--- src/sv/assert_macros.svh ---
// Assertion macros used by the glyph cache lookup top level
`ifndef ASSERT_MACROS_SVH
`define ASSERT_MACROS_SVH
`ifndef SYNTHESIS
// Check a property on every rising edge while out of reset
`define HGC_ASSERT(label, clk, rst_n, prop, msg) \
  label: assert property (@(posedge clk) disable iff (!rst_n) (prop)) else $error(msg);
// Check that a condition never holds while out of reset
`define HGC_NEVER(label, clk, rst_n, cond, msg) \
  label: assert property (@(posedge clk) disable iff (!rst_n) !(cond)) else $error(msg);
`else
`define HGC_ASSERT(label, clk, rst_n, prop, msg)
`define HGC_NEVER(label, clk, rst_n, cond, msg)
`endif
`endif

--- src/sv/hgc_pkg.sv ---
// Types, constants and helpers for the glyph cache lookup
`timescale 1ns / 1ps
package hgc_pkg;

  // Default geometry
  localparam int unsigned CACHE_ENTRIES = 4096;
  localparam int unsigned PROBE_LIMIT   = 8;

  // Key layout and hash constant
  localparam int unsigned KEY_W      = 32;
  localparam int unsigned SLOT_W     = 12;
  localparam int unsigned SIZE_SHIFT = 24;
  localparam int unsigned FACE_SHIFT = 16;
  localparam logic [KEY_W-1:0] FIB_MULT = 32'd2654435761;

  // Request item
  typedef struct packed {
    logic [7:0]  size_px;
    logic        face;
    logic [15:0] glyph_id;
  } req_t;

  // Result item
  typedef struct packed {
    logic              hit;
    logic [SLOT_W-1:0] slot;
    logic              evicted;
  } rsp_t;

  // Build the 32-bit lookup key from a request
  function automatic logic [KEY_W-1:0] make_key(req_t req);
    logic [KEY_W-1:0] key;
    key = (KEY_W'(req.size_px) << SIZE_SHIFT)
        | (KEY_W'(req.face) << FACE_SHIFT)
        | KEY_W'(req.glyph_id);
    return key;
  endfunction

endpackage

--- src/sv/hgc_hash.sv ---
// Key formation and Fibonacci hash to a home slot, registered
`timescale 1ns / 1ps
module hgc_hash #(
  parameter int unsigned CACHE_ENTRIES = hgc_pkg::CACHE_ENTRIES
) (
  input  logic                         clk_i,
  input  logic                         load_i,
  input  hgc_pkg::req_t                req_i,
  output logic [hgc_pkg::KEY_W-1:0]    key_o,
  output logic [$clog2(CACHE_ENTRIES)-1:0] home_o
);

  localparam int unsigned IDX_W = $clog2(CACHE_ENTRIES);

  logic [hgc_pkg::KEY_W-1:0] key_d, key_q;
  logic [hgc_pkg::KEY_W-1:0] prod;
  logic [IDX_W-1:0]          home_d, home_q;

  // Multiply modulo 2^32, keep the low index bits
  always_comb begin
    key_d  = hgc_pkg::make_key(req_i);
    prod   = key_d * hgc_pkg::FIB_MULT;
    home_d = prod[IDX_W-1:0];
  end

  // Capture key and home slot on accept
  always_ff @(posedge clk_i) begin
    if (load_i) begin
      key_q  <= key_d;
      home_q <= home_d;
    end
  end

  assign key_o  = key_q;
  assign home_o = home_q;

endmodule

--- config.mk ---
export PLATFORM = sky130hd
export DESIGN_NAME = hgc_hash
export DESIGN_NICKNAME = d
export VERILOG_FILES = /design/src/sv/assert_macros.svh /design/src/sv/hgc_pkg.sv /design/src/sv/hgc_hash.sv
export SDC_FILE = /design/constraint.sdc
export NUM_CORES = 1
export LEC_CHECK = 0
export BUFFER_PORTS_ARGS = -buffer_cell sky130_fd_sc_hd__buf_2
export CAP_MARGIN = 10
export CORE_AREA = 2 2 63 65
export CTS_CLUSTER_DIAMETER = 50
export CTS_CLUSTER_SIZE = 20
export DETAILED_ROUTE_END_ITERATION = 8
export DIE_AREA = 0 0 65 67
export PLACE_DENSITY = 0.9
export SYNTH_ARGS = -nofsm -noshare
export SYNTH_HDL_FRONTEND = slang
export SYNTH_SLANG_ARGS = --single-unit
--- constraint.sdc ---
create_clock -name clk_i -period 5.5 [get_ports clk_i]
set_clock_uncertainty 0.1 [all_clocks]
set_input_delay 0.275 -clock clk_i [delete_from_list [all_inputs] [get_ports clk_i]]
set_output_delay 0.275 -clock clk_i [all_outputs]
set_load 0.05 [all_outputs]
After elaboration in Yosys (flattened, before gate mapping)
Cells that the tools add are included.

$lt $le $gt $ge: 0. Add/subtract/negate cells: 0. Reductions and logical operators: 0. Div/mod/pow operators: 0. Bitwise operators: 2. $mul: 1. Eq/ne operators: 0. Shift operators: 0. Multiplexer cells: 0.

Operators by type and width (count): multiplier 32 x 32 -> 12 bit (second input constant) (1); OR 32 x 16 -> 32 bit (1); OR 32 x 17 -> 32 bit (1).

Memory bits (writable): 0. Output and inout port bits: 44. Register bits: 44. Latch bits: 0. Input port bits: 27. Memories kept: 0. Bits in read-only memories: 0.

Logic depth before layout (Yosys ltp)
Depth after elaboration: 3. Gate-level depth with buffers: 14. Mapped depth without buffers: 14.

Worst setup path before layout
No wires, ideal clock.

Path type: input port to flip-flop. From: in req_i[4] (netlist bit). To: reg home_q[11] (netlist: home_o[11]) (data pin). Arrival: 3.132 ns. Required time: 5.140 ns. Setup time: 0.260 ns. Buffers on the path: 0. Setup slack: 2.008 ns. Cell stages on the path: 14. Cells stage by stage: ha_1 > inv_1 > fa_1 > inv_1 > ha_1 > inv_1 > fa_1 > fa_1 > inv_1 > ha_1 > inv_1 > o21bai_1 > a21oi_1 > xnor2_1.

Cells in the longest elaborated chain, start to end: 2.

Ends and longest elaborated chain: from (decl) (line hgc_hash.sv:8) `input hgc_pkg::req_t req_i,`; OR 32 x 16 -> 32 bit (line hgc_pkg.sv:35) `| KEY_W'(req.glyph_id);`; multiplier 32 x 32 -> 12 bit (line hgc_hash.sv:22) `prod = key_d * hgc_pkg::FIB_MULT;`; via prod (one bit) (line hgc_hash.sv:16) `logic [hgc_pkg::KEY_W-1:0] prod;`; to (signal assigned) (line hgc_hash.sv:30) `home_q <= home_d;`; to (decl) (line hgc_hash.sv:17) `logic [IDX_W-1:0] home_d, home_q;`.

The timed path passes the listed nets, and every way through them passes these cells. A chain may end at the register's enable or synchronous reset.

Final worst setup path
Same ends and word-level chain as after synthesis.

==> flow_summary.yaml <==
sta:
  rsz0062_at_grt: "no"
  slew_headroom_pct: 54.2
  fin_crit_ps: 3450
  setup_tns_ps: 0
  hold_viol_final: 0
  post-route-period-util_pct: 62.7
  fmaxAchievable_mhz: 290
  setup_viol: 0
  final-max-slew-violation-count: 0
  tightestPinTransition_ps: 687
synthesis:
  synthFlopType: "edfxtp_1"
  synth-seq-area-share_pct: 52.9
  synth_edf_count: 33
  synth_top_cell_by_area: "edfxtp_1"
  avgSynthCellArea_um2: 14.9
  synth_area_um2: 1870
  ys_ff_latch: 33
  yosys_warnings: 0
  async_reset_ff_share_pct: 0
  synthTopCellsByArea: "edfxtp_1, ha_1, fa_1, xnor2_1, buf_4"
  synth_top_cell_area_share_pct: 52.9
  postSynthCellCount: 126
  ys_types: 13
power_and_ir_drop:
  p_per_area_nw_per_um2: 427
  p_sw_share_pct: 37.7
  power.switching_mw: 0.370
  power_frac_clock_pct: 21.6
  leakage_nw: 1.11
  vdd_drop_max_uv: 226
  internal_power_mw: 0.610
  pwr-share-comb_pct: 43.6
  power_frac_seq_pct: 34.8
hold_path:
  holdCritPathClass: "input port to register"
  hold_path_depth: 1
cells_and_area:
  layout-drive-gt1-share_pct: 35.9
  fin_util_pct: 63.7
  final_nets: 256
  area_growth_pct: 22.5
  diodes: 0
floorplanning:
  rows: 22
  die_area_um2: 4360
  core-area_um2: 3610
  dieHeight_um: 67
  initial_utilization_pct: 52.0
  io_pins: 71
  die_x_um: 65
detailed_routing:
  drt_first_iter_violations: 39
  ant_nets: 0
  post_drt_via_cell_ratio: 4.61
  drc_errors: 0
  routedWlPerCell_um: 12.4
  wl_um: 2990
  first_pass_iters: 4
  num_vias: 1107
place:
  dpl.hpwl_um: 2500
  place_congestion: 0.868
  port_buffers: 63
global_route:
  grt_overflow: 0
  grt_usage_pct: 15.3
  antenna_found_initial: 0
  grt_max_degree: 34
  grt_pass1_vias: 1027
  grt_pass1_wl_um: 4680
cts:
  tritoncts: "built"
  root_buffer: "clkbuf_8"
  clockBufferDepth: 2
  cts.clk_slew.worst_paths_ps: 60
  post_cts_resized: 0
  ctsHoldBuffers: 0
  cts.sinks: 33
  cts_buffers: 5
  postCtsSetupRepairBufs: 0
  h-tree-depth: 2
critical_path:
  worstSetupStartpoint: "req_i[4]"
  crit_arrival_ps: 3380
  crit_fanout: 4
  crit_path_start_kind: "input port"
  worstPathRequired_ps: 5430
  endpoint_kind: "register"
  critPathKind: "input port to register"
  endpoint: "home_o[11]"
status:
  status: "finished clean"
job:
  maxCapViolations: 0
## how the worst min path moves through the flow
stage	endpoint	slack, ps	startpoint
floorplan	home_o[0]	270	req_i[0]
global placement	key_o[28]	350	req_i[21]
detailed placement	key_o[31]	350	req_i[24]
CTS	key_o[31]	70	req_i[24]
global route	key_o[25]	60	req_i[18]
finish	key_o[31]	70	req_i[24]
## Yosys cell counts, types with 2 or more instances
cell and count:
xor2_1 5, xnor2_1 12, edfxtp_1 33, nor2_1 2
inv_1 17, buf_4 11, a21oi_1 4, fa_1 8
ha_1 30
## flip-flops by register name (all words and copies together) (netlist names)
name,flops
home_o,12
key_o,21
## final cells by class
class | instances | area, um2
Clock inverter | 2 | 33.8
Timing Repair Buffer | 63 | 315
Clock buffer | 6 | 72.6
Fill cell | 288 | 1310
Multi-Input combinational cell | 71 | 759
Tap cell | 48 | 60.1
Sequential cell | 33 | 991
Inverter | 17 | 63.8
## cell families after synthesis
kind of cell,count (synthesis),synth area share (%)
AO/OA/AOI/OAI,6,1.87
flip-flops,33,52.9
adder cells (fa/ha/maj),38,28.6
other,1,0.200
AND/OR/NAND/NOR,3,0.735
XOR/XNOR,17,7.94
buffers and inverters,28,7.81
## critical path, cell delays in order
cell	delay, ps
buf_2	130
ha_1	270
inv_1	50
fa_1	500
inv_1	40
ha_1	260
inv_1	60
fa_1	510
fa_1	550
inv_1	50
ha_1	310
inv_1	80
o21bai_1	70
a21oi_1	170
xnor2_1	80
## through the flow
step	setup WS (ps)	power [mW]	std cells	area (um2)	hold WS [ps]
CTS	2030	0.991	240	2300	67.0
global placement	1810	0.767	232	2190	352
floorplan	2010	0.695	132	1900	274
global route	1860	1.04	240	2300	61.3
detailed placement	1730	0.780	232	2190	354
finish	2050	0.980	240	2300	72.4
## placed cells by master, fill, tap and decap left out
master	n
edfxtp_1	33
fa_1	8
clkbuf_1	1
a21oi_1	4
clkbuf_8	5
xor2_1	5
buf_2	63
ha_1	30
bufinv_16	1
a21o_1	1
nor2_1	2
clkinv_1	1
and2_1	1
inv_1	17
xnor2_1	12
o21bai_1	1
conb_1	7
## power by group through the flow
| stage | logic, mW | clock network [mW] | registers [mW] |
|---|---|---|---|
| 2_1_floorplan | 0.214 | 0 | 0.480 |
| 3_3_place_gp | 0.421 | 0 | 0.346 |
| 3_5_place_dp | 0.432 | 0 | 0.348 |
| 4_1_cts | 0.435 | 0.214 | 0.342 |
| 5_1_grt | 0.468 | 0.228 | 0.343 |
| 6_report | 0.427 | 0.212 | 0.341 |
## layer usage
layer / track usage (%) / vias up / part of all wire [%]
met5: 0 / - / 0
met2: 25.1 / 56 / 47
met3: 4.22 / 5 / 9.4
met1: 18.0 / 506 / 41
li1: - / 540 / -
met4: 8.78 / 0 / 2.5
Note: power is estimated with default switching activity, not from simulation.
